$ cat src/hw/rtl/ffba_pkg.sv
// ----------------------------------------------------------------------------
// ffba_pkg
// Shared types, codes and defaults of the first-fit heap block allocator.
// ----------------------------------------------------------------------------
package ffba_pkg;

  localparam int DEF_BLOCK_BYTES = 64;
  localparam int DEF_BLOCK_COUNT = 128;

  localparam logic [15:0] HEAP_BASE_RST = 16'hB700;
  localparam int          HEAP_BASE_W   = 16;

  localparam int APB_AW = 3;
  localparam int APB_DW = 32;

  // register index as decoded from paddr[2]
  localparam logic REG_HEAP_BASE = 1'b0;

  localparam int SIZE_W  = 32;
  localparam int FADDR_W = 32;
  localparam int GRANT_W = 17;
  localparam int STAT_W  = 2;

  localparam logic OP_ALLOC = 1'b0;
  localparam logic OP_FREE  = 1'b1;

  typedef enum logic [STAT_W-1:0] {
    STAT_OK           = 2'd0,
    STAT_ALLOC_FAIL   = 2'd1,
    STAT_ILLEGAL_FREE = 2'd2
  } status_e;

  typedef enum logic [2:0] {
    MARK_FREE   = 3'd0,
    MARK_MID    = 3'd1,
    MARK_FIRST  = 3'd2,
    MARK_LAST   = 3'd3,
    MARK_SINGLE = 3'd4
  } mark_e;

  typedef struct packed {
    logic                      operation;
    logic signed [SIZE_W-1:0]  request_size;
    logic        [FADDR_W-1:0] free_address;
  } req_t;

  typedef struct packed {
    logic [GRANT_W-1:0] granted_address;
    logic [STAT_W-1:0]  status;
  } rsp_t;

  typedef enum logic [3:0] {
    S_CLEAR,
    S_IDLE,
    S_CHECK,
    S_SCAN,
    S_MARK,
    S_LOCATE,
    S_FCHECK,
    S_FWALK,
    S_DONE
  } state_e;

  typedef enum logic [1:0] {
    IDX_HOLD,
    IDX_CLEAR,
    IDX_INC
  } idx_op_e;

  typedef enum logic [1:0] {
    RD_NONE,
    RD_ZERO,
    RD_CUR,
    RD_NEXT
  } rd_sel_e;

  typedef struct packed {
    logic    in_load;
    logic    off_load;
    idx_op_e idx_op;
    rd_sel_e rd_sel;
    logic    scan_step;
    logic    fit_latch;
    logic    wr_zero;
    logic    wr_mark;
    logic    mark_step;
    logic    res_load;
    status_e res_code;
    logic    out_load;
  } cmd_t;

  typedef struct packed {
    logic op_free;
    logic size_bad;
    logic off_bad;
    logic fit;
    logic last;
    logic head;
    logic tail;
    logic mark_done;
    logic loc_hit;
    logic loc_past;
    logic out_free;
  } sts_t;

endpackage

$ cat src/hw/rtl/ffba_map.sv
// ----------------------------------------------------------------------------
// ffba_map
// Block mark memory: one write port, one read port with registered data.
// ----------------------------------------------------------------------------
module ffba_map #(
  parameter int BLOCK_COUNT = 128
) (
  input  logic                           clk,
  input  logic                           wr_en,
  input  logic [$clog2(BLOCK_COUNT)-1:0] wr_idx,
  input  ffba_pkg::mark_e                wr_mark,
  input  logic                           rd_en,
  input  logic [$clog2(BLOCK_COUNT)-1:0] rd_idx,
  output ffba_pkg::mark_e                rd_mark
);
  import ffba_pkg::*;

  mark_e mem [BLOCK_COUNT];

  always_ff @(posedge clk) begin
    if (wr_en) begin
      mem[wr_idx] <= wr_mark;
    end
  end

  always_ff @(posedge clk) begin
    if (rd_en) begin
      rd_mark <= mem[rd_idx];
    end
  end

endmodule

$ cat src/hw/rtl/ffba_dp.sv
// ----------------------------------------------------------------------------
// ffba_dp
// Allocator datapath: request registers, block walk counters, run tracking,
// mark memory and the result register.
// ----------------------------------------------------------------------------
module ffba_dp #(
  parameter int BLOCK_BYTES = 64,
  parameter int BLOCK_COUNT = 128
) (
  input  logic                                clk,
  input  logic                                rst,
  input  ffba_pkg::req_t                      req,
  input  logic [ffba_pkg::HEAP_BASE_W-1:0]    heap_base,
  input  ffba_pkg::cmd_t                      cmd,
  output ffba_pkg::sts_t                      sts,
  output logic                                rsp_valid,
  output ffba_pkg::rsp_t                      rsp,
  input  logic                                rsp_stall
);
  import ffba_pkg::*;

  localparam int IDX_W      = $clog2(BLOCK_COUNT);
  localparam int HEAP_BYTES = BLOCK_COUNT * BLOCK_BYTES;
  localparam int OFF_W      = $clog2(HEAP_BYTES + 1);
  localparam int SUM_W      = (OFF_W > GRANT_W) ? OFF_W : GRANT_W;

  localparam logic [IDX_W-1:0]   LAST_IDX = IDX_W'(BLOCK_COUNT - 1);
  localparam logic [IDX_W-1:0]   ONE_IDX  = IDX_W'(1);
  localparam logic [OFF_W-1:0]   BB_OFF   = OFF_W'(BLOCK_BYTES);
  localparam logic [SIZE_W-1:0]  HEAP_SZ  = SIZE_W'(HEAP_BYTES);

  logic               op;
  logic [SIZE_W-1:0]  size;
  logic [FADDR_W-1:0] faddr;

  logic [IDX_W-1:0]   ev_idx;
  logic [OFF_W-1:0]   cur_off;
  logic [OFF_W-1:0]   run;
  logic [IDX_W-1:0]   start_idx;
  logic [OFF_W-1:0]   start_off;
  logic [IDX_W-1:0]   wr_idx;
  logic [IDX_W-1:0]   end_idx;
  logic [OFF_W-1:0]   off_reg;

  status_e            res_code;
  logic [GRANT_W-1:0] res_addr;

  logic [FADDR_W-1:0] off;
  logic [OFF_W-1:0]   run_plus;
  logic               blk_free;
  logic [SUM_W-1:0]   grant_sum;
  mark_e              mark_val;
  mark_e              rd_mark;
  logic               mem_wr_en;
  logic [IDX_W-1:0]   mem_wr_idx;
  mark_e              mem_wr_mark;
  logic               mem_rd_en;
  logic [IDX_W-1:0]   mem_rd_idx;

  // ---------------- status towards the controller
  assign off       = faddr - FADDR_W'(heap_base);
  assign run_plus  = run + BB_OFF;
  assign blk_free  = (rd_mark == MARK_FREE);

  always_comb begin
    sts           = '0;
    sts.op_free   = (op == OP_FREE);
    sts.size_bad  = size[SIZE_W-1] || (size == '0) || (size > HEAP_SZ);
    sts.off_bad   = (off >= FADDR_W'(HEAP_BYTES));
    sts.fit       = blk_free && (SIZE_W'(run_plus) >= size);
    sts.last      = (ev_idx == LAST_IDX);
    sts.head      = (rd_mark == MARK_FIRST) || (rd_mark == MARK_SINGLE);
    sts.tail      = (rd_mark == MARK_LAST) || (rd_mark == MARK_SINGLE);
    sts.mark_done = (wr_idx == end_idx);
    sts.loc_hit   = (cur_off == off_reg);
    sts.loc_past  = (cur_off > off_reg);
    sts.out_free  = !rsp_valid || !rsp_stall;
  end

  // ---------------- request registers
  always_ff @(posedge clk) begin
    if (cmd.in_load) begin
      op    <= req.operation;
      size  <= req.request_size;
      faddr <= req.free_address;
    end
    if (cmd.off_load) begin
      off_reg <= off[OFF_W-1:0];
    end
  end

  // ---------------- block walk counter, also the clearing sweep
  always_ff @(posedge clk) begin
    if (rst) begin
      ev_idx  <= '0;
      cur_off <= '0;
    end else begin
      unique case (cmd.idx_op)
        IDX_CLEAR: begin
          ev_idx  <= '0;
          cur_off <= '0;
        end
        IDX_INC: begin
          ev_idx  <= ev_idx + ONE_IDX;
          cur_off <= cur_off + BB_OFF;
        end
        default: begin
        end
      endcase
    end
  end

  // ---------------- free run tracking during the scan
  always_ff @(posedge clk) begin
    if (cmd.idx_op == IDX_CLEAR) begin
      run <= '0;
    end else if (cmd.scan_step) begin
      run <= blk_free ? run_plus : '0;
    end
    if (cmd.scan_step && blk_free && (run == '0)) begin
      start_idx <= ev_idx;
      start_off <= cur_off;
    end
    if (cmd.fit_latch) begin
      wr_idx  <= (run == '0) ? ev_idx : start_idx;
      end_idx <= ev_idx;
    end else if (cmd.mark_step) begin
      wr_idx <= wr_idx + ONE_IDX;
    end
  end

  always_comb begin
    priority if ((wr_idx == start_idx) && (wr_idx == end_idx)) begin
      mark_val = MARK_SINGLE;
    end else if (wr_idx == start_idx) begin
      mark_val = MARK_FIRST;
    end else if (wr_idx == end_idx) begin
      mark_val = MARK_LAST;
    end else begin
      mark_val = MARK_MID;
    end
  end

  // ---------------- mark memory
  assign mem_wr_en   = cmd.wr_zero || cmd.wr_mark;
  assign mem_wr_idx  = cmd.wr_mark ? wr_idx : ev_idx;
  assign mem_wr_mark = cmd.wr_mark ? mark_val : MARK_FREE;
  assign mem_rd_en   = (cmd.rd_sel != RD_NONE);

  always_comb begin
    unique case (cmd.rd_sel)
      RD_ZERO: mem_rd_idx = '0;
      RD_CUR:  mem_rd_idx = ev_idx;
      RD_NEXT: mem_rd_idx = ev_idx + ONE_IDX;
      default: mem_rd_idx = ev_idx;
    endcase
  end

  ffba_map #(
    .BLOCK_COUNT(BLOCK_COUNT)
  ) u_map (
    .clk    (clk),
    .wr_en  (mem_wr_en),
    .wr_idx (mem_wr_idx),
    .wr_mark(mem_wr_mark),
    .rd_en  (mem_rd_en),
    .rd_idx (mem_rd_idx),
    .rd_mark(rd_mark)
  );

  // ---------------- result staging and output register
  assign grant_sum = SUM_W'(heap_base) + SUM_W'(start_off);

  always_ff @(posedge clk) begin
    if (cmd.res_load) begin
      res_code <= cmd.res_code;
      res_addr <= ((cmd.res_code == STAT_OK) && (op == OP_ALLOC)) ?
                  grant_sum[GRANT_W-1:0] : '0;
    end
  end

  always_ff @(posedge clk) begin
    if (rst) begin
      rsp_valid <= 1'b0;
    end else if (cmd.out_load) begin
      rsp_valid <= 1'b1;
    end else if (!rsp_stall) begin
      rsp_valid <= 1'b0;
    end
  end

  always_ff @(posedge clk) begin
    if (cmd.out_load) begin
      rsp.granted_address <= res_addr;
      rsp.status          <= res_code;
    end
  end

endmodule

$ cat src/hw/rtl/ffba_ctrl.sv
// ----------------------------------------------------------------------------
// ffba_ctrl
// Allocator sequencer: clearing sweep, allocate scan and mark, free locate
// and walk, result hand-off.
// ----------------------------------------------------------------------------
module ffba_ctrl (
  input  logic           clk,
  input  logic           rst,
  input  logic           req_valid,
  output logic           req_stall,
  input  ffba_pkg::sts_t sts,
  output ffba_pkg::cmd_t cmd
);
  import ffba_pkg::*;

  state_e state;
  state_e state_next;

  always_ff @(posedge clk) begin
    if (rst) begin
      state <= S_CLEAR;
    end else begin
      state <= state_next;
    end
  end

  // next state
  always_comb begin
    state_next = state;
    unique case (state)
      S_CLEAR: begin
        if (sts.last) state_next = S_IDLE;
      end
      S_IDLE: begin
        if (req_valid) state_next = S_CHECK;
      end
      S_CHECK: begin
        priority if (!sts.op_free && sts.size_bad) state_next = S_DONE;
        else if (!sts.op_free)                     state_next = S_SCAN;
        else if (sts.off_bad)                      state_next = S_DONE;
        else                                       state_next = S_LOCATE;
      end
      S_SCAN: begin
        if (sts.fit)       state_next = S_MARK;
        else if (sts.last) state_next = S_DONE;
      end
      S_MARK: begin
        if (sts.mark_done) state_next = S_DONE;
      end
      S_LOCATE: begin
        if (sts.loc_hit)       state_next = S_FCHECK;
        else if (sts.loc_past) state_next = S_DONE;
      end
      S_FCHECK: begin
        if (!sts.head || sts.tail || sts.last) state_next = S_DONE;
        else                                   state_next = S_FWALK;
      end
      S_FWALK: begin
        if (sts.tail || sts.last) state_next = S_DONE;
      end
      S_DONE: begin
        if (sts.out_free) state_next = S_IDLE;
      end
      default: state_next = S_CLEAR;
    endcase
  end

  // outputs
  always_comb begin
    cmd          = '0;
    cmd.idx_op   = IDX_HOLD;
    cmd.rd_sel   = RD_NONE;
    cmd.res_code = STAT_OK;
    req_stall    = 1'b1;
    unique case (state)
      S_CLEAR: begin
        cmd.wr_zero = 1'b1;
        cmd.idx_op  = IDX_INC;
      end
      S_IDLE: begin
        req_stall   = 1'b0;
        cmd.in_load = req_valid;
      end
      S_CHECK: begin
        if (!sts.op_free) begin
          if (sts.size_bad) begin
            cmd.res_load = 1'b1;
            cmd.res_code = STAT_ALLOC_FAIL;
          end else begin
            cmd.idx_op = IDX_CLEAR;
            cmd.rd_sel = RD_ZERO;
          end
        end else if (sts.off_bad) begin
          cmd.res_load = 1'b1;
          cmd.res_code = STAT_ILLEGAL_FREE;
        end else begin
          cmd.off_load = 1'b1;
          cmd.idx_op   = IDX_CLEAR;
        end
      end
      S_SCAN: begin
        cmd.scan_step = 1'b1;
        if (sts.fit) begin
          cmd.fit_latch = 1'b1;
        end else if (sts.last) begin
          cmd.res_load = 1'b1;
          cmd.res_code = STAT_ALLOC_FAIL;
        end else begin
          cmd.rd_sel = RD_NEXT;
          cmd.idx_op = IDX_INC;
        end
      end
      S_MARK: begin
        cmd.wr_mark   = 1'b1;
        cmd.mark_step = 1'b1;
        if (sts.mark_done) begin
          cmd.res_load = 1'b1;
          cmd.res_code = STAT_OK;
        end
      end
      S_LOCATE: begin
        if (sts.loc_hit) begin
          cmd.rd_sel = RD_CUR;
        end else if (sts.loc_past) begin
          // offset falls inside a block, not on its start
          cmd.res_load = 1'b1;
          cmd.res_code = STAT_ILLEGAL_FREE;
        end else begin
          cmd.idx_op = IDX_INC;
        end
      end
      S_FCHECK: begin
        if (!sts.head) begin
          cmd.res_load = 1'b1;
          cmd.res_code = STAT_ILLEGAL_FREE;
        end else begin
          cmd.wr_zero = 1'b1;
          if (sts.tail || sts.last) begin
            cmd.res_load = 1'b1;
            cmd.res_code = STAT_OK;
          end else begin
            cmd.rd_sel = RD_NEXT;
            cmd.idx_op = IDX_INC;
          end
        end
      end
      S_FWALK: begin
        cmd.wr_zero = 1'b1;
        if (sts.tail || sts.last) begin
          cmd.res_load = 1'b1;
          cmd.res_code = STAT_OK;
        end else begin
          cmd.rd_sel = RD_NEXT;
          cmd.idx_op = IDX_INC;
        end
      end
      S_DONE: begin
        cmd.out_load = sts.out_free;
      end
      default: begin
      end
    endcase
  end

endmodule

$ cat src/hw/rtl/first_fit_heap_block_allocator.sv
// ----------------------------------------------------------------------------
// first_fit_heap_block_allocator
// First-fit allocator over a heap of BLOCK_COUNT blocks of BLOCK_BYTES bytes.
//
//   channel  direction  handshake               payload
//   req      in         req_valid / req_stall   req  (operation, size, address)
//   rsp      out        rsp_valid / rsp_stall   rsp  (granted address, status)
//   cfg      in         APB psel/penable/pready heap_base at byte address 0
//
// One request at a time. Allocate: the request is checked, then a first-fit
// scan reads one mark a cycle, then the blocks of the run are marked.
// Free: the address is checked and the block located, then each block of the
// run is released, or a block that does not start a run is rejected.
// After reset a clearing pass empties the map before the first request is
// taken. A stalled result sits in the output register; the next request is
// taken meanwhile and holds only at its end.
// ----------------------------------------------------------------------------
module first_fit_heap_block_allocator #(
  parameter int BLOCK_BYTES = ffba_pkg::DEF_BLOCK_BYTES,
  parameter int BLOCK_COUNT = ffba_pkg::DEF_BLOCK_COUNT
) (
  input  logic                          clk,
  input  logic                          rst,
  input  logic                          req_valid,
  output logic                          req_stall,
  input  ffba_pkg::req_t                req,
  output logic                          rsp_valid,
  input  logic                          rsp_stall,
  output ffba_pkg::rsp_t                rsp,
  input  logic                          psel,
  input  logic                          penable,
  input  logic                          pwrite,
  input  logic [ffba_pkg::APB_AW-1:0]   paddr,
  input  logic [ffba_pkg::APB_DW-1:0]   pwdata,
  output logic [ffba_pkg::APB_DW-1:0]   prdata,
  output logic                          pready
);
  import ffba_pkg::*;

  logic [HEAP_BASE_W-1:0] heap_base;
  logic                   reg_sel;
  cmd_t                   cmd;
  sts_t                   sts;

  // ---------------- configuration register
  assign pready  = 1'b1;
  assign reg_sel = paddr[2];

  always_ff @(posedge clk) begin
    if (rst) begin
      heap_base <= HEAP_BASE_RST;
    end else if (psel && penable && pwrite && pready && (reg_sel == REG_HEAP_BASE)) begin
      heap_base <= pwdata[HEAP_BASE_W-1:0];
    end
  end

  always_comb begin
    if (reg_sel == REG_HEAP_BASE) begin
      prdata = APB_DW'(heap_base);
    end else begin
      prdata = '0;
    end
  end

  // ---------------- controller and datapath
  ffba_ctrl u_ctrl (
    .clk      (clk),
    .rst      (rst),
    .req_valid(req_valid),
    .req_stall(req_stall),
    .sts      (sts),
    .cmd      (cmd)
  );

  ffba_dp #(
    .BLOCK_BYTES(BLOCK_BYTES),
    .BLOCK_COUNT(BLOCK_COUNT)
  ) u_dp (
    .clk      (clk),
    .rst      (rst),
    .req      (req),
    .heap_base(heap_base),
    .cmd      (cmd),
    .sts      (sts),
    .rsp_valid(rsp_valid),
    .rsp      (rsp),
    .rsp_stall(rsp_stall)
  );

endmodule

$ cat config.mk
export PLATFORM = sky130hd
export DESIGN_NAME = first_fit_heap_block_allocator
export DESIGN_NICKNAME = d
export VERILOG_FILES = /design/src/hw/rtl/ffba_pkg.sv /design/src/hw/rtl/ffba_map.sv /design/src/hw/rtl/ffba_dp.sv /design/src/hw/rtl/ffba_ctrl.sv /design/src/hw/rtl/first_fit_heap_block_allocator.sv
export SDC_FILE = /design/constraint.sdc
export NUM_CORES = 1
export LEC_CHECK = 0
export ABC_AREA = 0
export BUFFER_PORTS_ARGS = -buffer_cell sky130_fd_sc_hd__buf_2
export CELL_PAD_IN_SITES_DETAIL_PLACEMENT = 0
export CELL_PAD_IN_SITES_GLOBAL_PLACEMENT = 1
export CORE_MARGIN = 2
export CORE_UTILIZATION = 47
export DETAILED_ROUTE_END_ITERATION = 10
export GPL_ROUTABILITY_DRIVEN = 0
export HOLD_SLACK_MARGIN = 0.08
export MAX_ROUTING_LAYER = met4
export PLACE_DENSITY = 0.76
export SKIP_CTS_REPAIR_TIMING = 1
export SYNTH_ARGS = -nofsm -noshare
export SYNTH_HDL_FRONTEND = slang
export SYNTH_HIERARCHICAL = 1
export SYNTH_SLANG_ARGS = --single-unit
$ cat constraint.sdc
create_clock -name clk -period 5.2 [get_ports clk]
set_input_delay 0.78 -clock clk [delete_from_list [all_inputs] [get_ports clk]]
set_output_delay 0.78 -clock clk [all_outputs]
set_load 0.1 [all_outputs]
After elaboration in Yosys (flattened, before gate mapping)
Memories as Yosys holds them, arrays and structs flattened. A register that Yosys moved wholly into a read port is not among the register bits.
Cells that the tools add are included.
W data, S select, Z words.
{ "op_classes": {"bitwise_logic": 2, "mux": 65, "eq_ne": 27, "order_cmp": 4, "n_addsub": 6, "reduce_logical": 32} }
{ "op_table": {"columns": ["op", "count"], "rows": [
  ["$mux W4", 17],
  ["$mux W3", 15],
  ["$pmux W4 S9", 1],
  ["$ge A14 B32 Y1", 1],
  ["$ge A32 B14 Y1 const B", 1],
  ["$gt A32 B14 Y1 const B", 1],
  ["$logic_not A32 Y1", 1],
  ["$sub A32 B16 Y32", 1],
  ["$add A14 B7 Y14 const B", 2],
  ["$mux W7", 4],
  ["$pmux W14 S2", 1],
  ["$pmux W7 S2", 2],
  ["$pmux W3 S6", 1],
  ["$add A16 B14 Y17", 1],
  ["$eq A4 B3 Y1 const B", 4],
  ["$mux W16", 1],
  ["$mux W2", 8],
  ["$add A7 B1 Y7 const B", 2],
  ["$eq A14 B14 Y1", 1],
  ["$eq A7 B7 Y1", 2],
  ["$gt A14 B14 Y1", 1],
  ["$logic_not A14 Y1", 1],
  ["$mux W14", 1],
  ["$pmux W2 S6", 1],
  ["other kinds (25)", 65]
]} }
{ "totals": {"register_bits": 208, "inputBits": 107, "output_inout_bits": 54, "wordCells": 155, "ramBits": 384, "mem_count": 1} }
{ "memory_table": {"columns": ["name", "depth", "width", "read_ports", "rd_ports_with_merged_regs", "write_ports", "line", "rtl"], "rows": [
  ["u_dp.u_map.mem", 128, 3, 1, 1, 1, "ffba_map.sv:18", "mark_e mem [BLOCK_COUNT];"]
]} }

Logic depth before layout (Yosys ltp)
Gate-level depths: netlist of the first run.
{ "logic_depth": {"depth_word": 8, "depth_mapped": 24, "mapped_depth_nobuf": 20} }

By module
The synthesis of the first run kept the hierarchy.
{ "modules_own_cells": {"columns": ["module", "n_inst", "cells_each", "seq_area_each_um2", "area_per_inst_um2"], "rows": [
  ["ffba_map", 1, 728, 11621.1, 15383.5],
  ["ffba_dp", 1, 710, 4864.7, 8231.6],
  ["first_fit_heap_block_allocator", 1, 106, 320.3, 957.2],
  ["ffba_ctrl", 1, 81, 80.1, 591.8]
]} }

Least setup slack after synthesis of the first run
No wires, ideal clock.
{ "synth_timing": {"kind": "reg-to-reg", "startpoint": "register u_dp.run[6]", "endpoint": "register u_dp.u_map.rd_mark[0] (read register of u_dp.u_map.mem), data pin", "path_stages_with_launch": 23, "t_arrival_ns": 5.420, "path_slack_ns": -0.480, "required_time_ns": 4.940, "setup_ns": 0.260, "synth_period_minus_slack_ns": 5.680, "path_buffers": 3, "path_cell_list": "dfxtp_1 -> ha_1 -> nand3_1 -> xnor2_1 -> ha_1 -> a211oi_1 -> a21oi_1 -> o21ai_0 -> a21oi_1 -> mux2_2 -> or4b_1 -> o211ai_1 -> inv_1 -> o21ai_0 -> nand2_1 -> o21ai_0 -> clkbuf_1 -> clkbuf_1 -> buf_1 -> mux4_2 -> mux4_2 -> mux4_2 -> mux2_2"} }
{ "synth_lines": {"columns": ["element", "line", "rtl"], "rows": [
  ["start: declaration", "ffba_dp.sv:38", "logic [OFF_W-1:0] run;"],
  ["start signal: assignment", "ffba_dp.sv:118", "run <= blk_free ? run_plus : '0;"],
  ["end: declaration", "ffba_map.sv:14", "output ffba_pkg::mark_e rd_mark"]
]} }

==> results of run 1 <==
cell families (layout without fill, tap and decap cells):
| kind of cell | count (synthesis) | after routing | share of synthesized area (%) |
|---|---|---|---|
| other | 2 | 17 | 0.0298 |
| flip-flops | 577 | 577 | 67.1 |
| AND/OR/NAND/NOR | 497 | 497 | 9.59 |
| multiplexers | 160 | 160 | 12.7 |
| buffers and inverters | 143 | 389 | 2.72 |
| XOR/XNOR | 55 | 55 | 1.91 |
| AO/OA/AOI/OAI | 142 | 142 | 3.50 |
| adder cells (fa/ha/maj) | 49 | 49 | 2.47 |
worst max-delay path, delay by kind of cell (launching register included):
kind	cells	cell delay [ns]
compound gates	5	0.54
simple gates	4	0.98
flops	1	0.38
buf+inv	3	0.46
xor+xnor	1	0.15
mux	6	2.32
fa+ha+maj	2	0.45
power groups by stage:
stage	Clock, uW	Combinational [uW]	Sequential [uW]
finish	4360	519	5030
global route	4650	552	5030
CTS	4450	468	5030
detailed placement	0	466	5130
global placement	0	461	5130
floorplan	0	336	5130
worst paths after layout:
path | start | end | slack [ns] | depth (start not counted)
setup / recovery | u_dp/run[6]$_SDFFE_PN0P_ | u_dp/u_map/rd_mark[0]$_DFFE_PP_ | -0.34 | 21
hold / removal | req[42] | u_dp/size[10]$_DFFE_PP_ | 0.32 | 1
setup reg to reg | u_dp/run[6]$_SDFFE_PN0P_ | u_dp/u_map/rd_mark[0]$_DFFE_PP_ | -0.34 | 21
hold reg to reg | u_dp/res_addr[13]$_SDFFCE_PN0P_ | u_dp/rsp[15]$_DFFE_PP_ | 0.42 | 0
synthesized netlist by cell type, drive strengths merged (4+ instances only):
cell type  count  area [um^2]
a211oi         4         30.0
a21o           6         45.0
a21oi         51          255
a31oi          4         25.0
and2           7         43.8
and2b          6         52.6
and3          11         70.1
buf           43          310
clkbuf        47          176
dfxtp         44          881
edfxtp       533        16000
ha            48          601
inv           53          199
mux2           9          101
mux2i         25          250
mux4         126         2840
nand2         68          255
nand2b        33          206
nand3         39          195
nand3b         6         45.0
nand4          9         56.3
nor2         212          796
nor2b         29          181
nor3          33          165
nor4          12         81.3
o211ai         7         52.6
o21ai         37          185
o31ai          6         45.0
or2            6         37.5
or3            5         31.3
or4            6         45.0
or4b           4         47.6
xnor2         30          263
xor2          25          219
stage by stage:
step	total power (uW)	std cells	cell area (um^2)	util, %	setup TNS [ns]
6_report	9910	2574	29600	56.1	-1.00
5_1_grt	10200	2574	29600	56.1	-1.47
4_1_cts	9950	2550	29100	55.2	-1.11
3_5_place_dp	5600	2441	27100	51.3	-0.964
3_3_place_gp	5590	2441	27100	51.3	-0.994
2_1_floorplan	5470	1640	25400	-	0
layout make-up:
type	count	area, um^2	share of cell area [%]
Clock buffer	63	1490	5.04
Inverter	53	199	0.672
Tap cell	688	861	2.91
Clock inverter	46	531	1.79
Sequential cell	577	16900	57.1
Timing Repair Buffer	227	1780	6.03
Multi-Input combinational cell	920	7840	26.5
metal layers:
layer / vias to the layer above / part of all wire [%] / routed length [um]
met2: 455 / 50 / 27400
met4: 0 / 2.0 / 1120
met1: 7191 / 42 / 23100
met3: 81 / 6.2 / 3390
met5: - / 0 / 0
li1: 6621 / - / -
==> results_dict.tcl, run 1 <==
set metrics [dict create \
    outcome "finished, violations left" \
    violations "negative setup slack" \
    synth_area_um2 25200 \
    avgSynthCellArea_um2 15.5 \
    fin_hold_ws_ns 0.324 \
    layout_common_cells "edfxtp_1 (533), nor2_1 (212), mux4_2 (126), buf_2 (125), buf_4 (69)" \
    p_comb_share_pct 5.2 \
    row_count 84 \
    gr-usage-all-layers_pct 20.0 \
    fp.dieH_um 235 \
    ys_ff_latch 577 \
    reg_top3 "u_dp/u_map/mem (384), u_dp/faddr (32), u_dp/size (32)" \
    largest-register "u_dp/u_map/mem" \
    io_buffers 125 \
    postRouteAntennaNets 0 \
    io_pins 161 \
    drv_cap 0 \
    intPower_uw 7820 \
    htreeDepth 2 \
    fin_crit_ns 5.54 \
    cpPeakStageDelay_ns 0.56 \
    cp-end-kind "flop" \
    p_per_area_nw_per_um2 335 \
    start_util_pct 47.7 \
    slowest_stage "or4b_4" \
    num-fill-cells 4128 \
    p_sw_share_pct 21.1 \
    leakagePower_uw 0.00928 \
    layout_commonest_cell "edfxtp_1" \
    final-hold-violation-count 0 \
    crit_path_frequent_cell "mux4_2" \
    maxSlewViolCount 0 \
    insertion_delay_ns 0.63 \
    cts_buffers 58 \
    skew_ns 0.0494 \
    yosys_warnings 6 \
    antenna_found_initial 0 \
    grt_util_met1_pct 25.9 \
    cp-start-kind "flop" \
    syn2layout_area_growth_pct 17.6 \
    ys_types 71 \
    first_iter_violations 1172 \
    grt_pass1_vias 14533 \
    cp.required_ns 5.58 \
    busiest_layer "met2" \
    gr-usage-met3_pct 3.59 \
    drt-vias-per-instance 5.57 \
    rsz0062_at_grt "true" \
    fmax_ghz 0.180 \
    drive_above_1_share_pct 26.8 \
    gr-total-overflow 0 \
    vdd_ir_drop_max_mv 0.259 \
    grt_pass1_wl_um 83800 \
    wl_per_cell_um 21.4 \
    slew_headroom_pct 16.1 \
    cts_root_buffer "clkbuf_16" \
    largest_reg_flops 384 \
    worst_pin_slew_ns 1.25 \
    synthFlopType "edfxtp_1" \
    worst_slack_ns -0.343 \
    crit_type "reg -> reg" \
    setup_viol 3 \
    hpwl_um 36300 \
    coreArea_um2 52800 \
    vias 14348 \
    antennaDiodeCount 0 \
    arrival_ns 5.92 \
    drc 0 \
    cts.clk_slew.worst_paths_ns 0.07 \
    grt.met2_usage_pct 33.1 \
    place_ws_ns -0.326 \
    power_switching_uw 2100 \
    clock_power_share_pct 44.0 \
    yosysSeqAreaShare_pct 67.1 \
    synth-edff-count 533 \
    path_cells "ha_4 -> and3_4 -> nand3_2 -> xnor2_2 -> ha_1 -> o21ai_1 -> a21oi_1 -> o21ai_1 -> a21oi_2 -> mux2_2 -> or4b_4 -> o211ai_1 -> nand2_2 -> mux2i_4 -> buf_6 -> clkbuf_16 -> buf_6 -> mux4_2 -> mux4_2 -> mux4_2 -> mux2_4" \
    dieArea_um2 55400 \
    cts_tree "yes" \
    hold_path_class "in -> reg" \
    syn_inst 1625 \
    path_max_fanout 7 \
    drt_wl_total_um 55000 \
    die_x_um 235 \
    ys_async_sr_fraction_pct 0 \
    seq_power_share_pct 50.8 \
    num-nets-final 1993 \
    grt_max_degree 82 \
    drt-pass1-iter-count 5 \
    period_share_pct 107 \
    cts_sinks 577 \
    ctsLongestPathBuffers 3 \
]
Note: power is estimated with default switching activity, not from simulation.
==> run 2, diff against run 1 <==
--- a/config.mk
+++ b/config.mk
@@ -10,12 +10,13 @@
 export CELL_PAD_IN_SITES_DETAIL_PLACEMENT = 0
 export CELL_PAD_IN_SITES_GLOBAL_PLACEMENT = 1
 export CORE_MARGIN = 2
-export CORE_UTILIZATION = 47
+export CORE_UTILIZATION = 51
 export DETAILED_ROUTE_END_ITERATION = 10
 export GPL_ROUTABILITY_DRIVEN = 0
 export HOLD_SLACK_MARGIN = 0.08
 export MAX_ROUTING_LAYER = met4
-export PLACE_DENSITY = 0.76
+export PLACE_DENSITY = 0.78
+export SETUP_SLACK_MARGIN = 0.5
 export SKIP_CTS_REPAIR_TIMING = 1
 export SYNTH_ARGS = -nofsm -noshare
 export SYNTH_HDL_FRONTEND = slang
==> constraint.sdc (replaced) <==
create_clock -name clk -period 6.2 [get_ports clk]
set_input_delay 0.93 -clock clk [delete_from_list [all_inputs] [get_ports clk]]
set_output_delay 0.93 -clock clk [all_outputs]
set_load 0.1 [all_outputs]
==> results_dict.tcl, run 2 (synthesized netlist as in run 1, its figures left out) <==
set metrics [dict create \
    dieArea_um2 51100 \
    final-hold-violation-count 0 \
    antennaDiodeCount 0 \
    cp-end-kind "flop" \
    layout_common_cells "edfxtp_1 (533), nor2_1 (212), mux4_2 (126), buf_2 (125), nand2_1 (66)" \
    htreeDepth 2 \
    finalNonFillerCells 2493 \
    setup_viol 0 \
    coreArea_um2 48800 \
    fin_tns_setup_ns 0 \
    outcome "finished, final reports clean" \
    cts_buffers 57 \
    hp-start "u_dp/res_addr[16]$_SDFFCE_PN0P_" \
    startpoint "u_dp/run[8]$_SDFFE_PN0P_" \
    hold_path_class "reg -> reg" \
    cts_root_buffer "clkbuf_16" \
    maxSlewViolCount 0 \
    layout_commonest_cell "edfxtp_1" \
    finalPower_uw 8180 \
    design_area_um2 28800 \
    cts_sinks 577 \
    vdd_ir_drop_max_mv 0.219 \
    first_iter_violations 1172 \
    gr-total-overflow 0 \
    drt-pass1-iter-count 5 \
    syn2layout_area_growth_pct 14.6 \
    leakagePower_uw 0.00893 \
    drc 0 \
    cp.required_ns 6.58 \
    fmax_ghz 0.180 \
    wl_per_cell_um 21.2 \
    largest-register "u_dp/u_map/mem" \
    drt-vias-per-instance 5.64 \
    start_util_pct 51.5 \
    r2r_start "u_dp/run[8]$_SDFFE_PN0P_" \
    path_max_fanout 7 \
    cts_tree "yes" \
    grt_pass1_vias 13913 \
    skew_ns 0.0364 \
    largest_reg_flops 384 \
    num-nets-final 1940 \
    row_count 81 \
    grt_pass1_wl_um 79800 \
    reg_top3 "u_dp/u_map/mem (384), u_dp/faddr (32), u_dp/size (32)" \
    hpwl_um 33700 \
    cts.clk_slew.worst_paths_ns 0.06 \
    gr-usage-all-layers_pct 21.2 \
    arrival_ns 5.95 \
    num-fill-cells 3727 \
    rsz0062_at_grt "false" \
    period_share_pct 89.8 \
    fp.dieH_um 226 \
    slew_headroom_pct 13.2 \
    ctsLongestPathBuffers 3 \
    drv_cap 0 \
    vias 14060 \
    cp-start-kind "flop" \
    p_per_area_nw_per_um2 284 \
    die_x_um 226 \
    drt_wl_total_um 52900 \
    io_buffers 125 \
    grt_max_degree 86 \
    io_pins 161 \
    drive_above_1_share_pct 24.3 \
    dpl_cell_area_um2 26600 \
    worst_pin_slew_ns 1.29 \
    insertion_delay_ns 0.63 \
    antenna_found_initial 0 \
    fin_crit_ns 5.57 \
    crit_type "reg -> reg" \
    postRouteAntennaNets 0 \
    place_inst 2370 \
]
-- run 2: power by group --
group	total, uW	switching [uW]	internal [uW]
combinational	396	242	154
clock	3560	1490	2070
sequential	4220	11.9	4210
total	8180	1740	6440
-- run 2: path summary, 6_finish.rpt --
kind,endpoint,slack (ns),cells past startpoint
worst max-delay path,u_dp/u_map/rd_mark[2]$_DFFE_PP_,0.63,21
worst min-delay path,u_dp/rsp[18]$_DFFE_PP_,0.42,0
worst max register to register,u_dp/u_map/rd_mark[2]$_DFFE_PP_,0.63,21
worst min register to register,u_dp/rsp[18]$_DFFE_PP_,0.42,0
-- run 2: layout make-up --
type	count	area, um^2	area share, %
clock buffers	62	1450	5.01
inverters	53	199	0.690
flip-flops and latches	577	16900	58.6
clock inverters	42	507	1.76
well taps	664	831	2.88
multi-input cells	920	7760	26.9
repair buffers	175	1210	4.19
-- run 2: per-stage QoR --
step           hold WS [ns]  utilization (%)  setup WS, ns
2_1_floorplan         0.400                -         0.520
3_3_place_gp          0.401             54.4         0.270
3_5_place_dp          0.405             54.4         0.306
4_1_cts               0.420             58.4         0.287
5_1_grt               0.424             59.1         0.418
6_report              0.418             59.1         0.631
-- run 2: metal layers --
layer | wire (um) | share of wire, % | track usage (%)
met5 | 0 | 0 | -
met3 | 3590 | 6.8 | 3.51
met1 | 22100 | 42 | 27.9
met2 | 25900 | 49 | 34.5
met4 | 1370 | 2.6 | 6.13
-- run 2: critical path, stage by stage (launching register included) --
cell       delay (ns)
dfxtp_4          0.36
and3_4           0.19
and3_2           0.24
xor2_1           0.14
ha_1             0.19
a211oi_1         0.21
a21oi_1          0.10
o21ai_1          0.20
a21oi_2          0.10
mux2_2           0.27
or4b_4           0.51
nand2_2          0.11
or2_2            0.13
nand2_2          0.07
mux2i_4          0.23
buf_6            0.16
clkbuf_16        0.16
buf_4            0.13
mux4_2           0.51
mux4_2           0.51
mux4_2           0.53
mux2_2           0.29
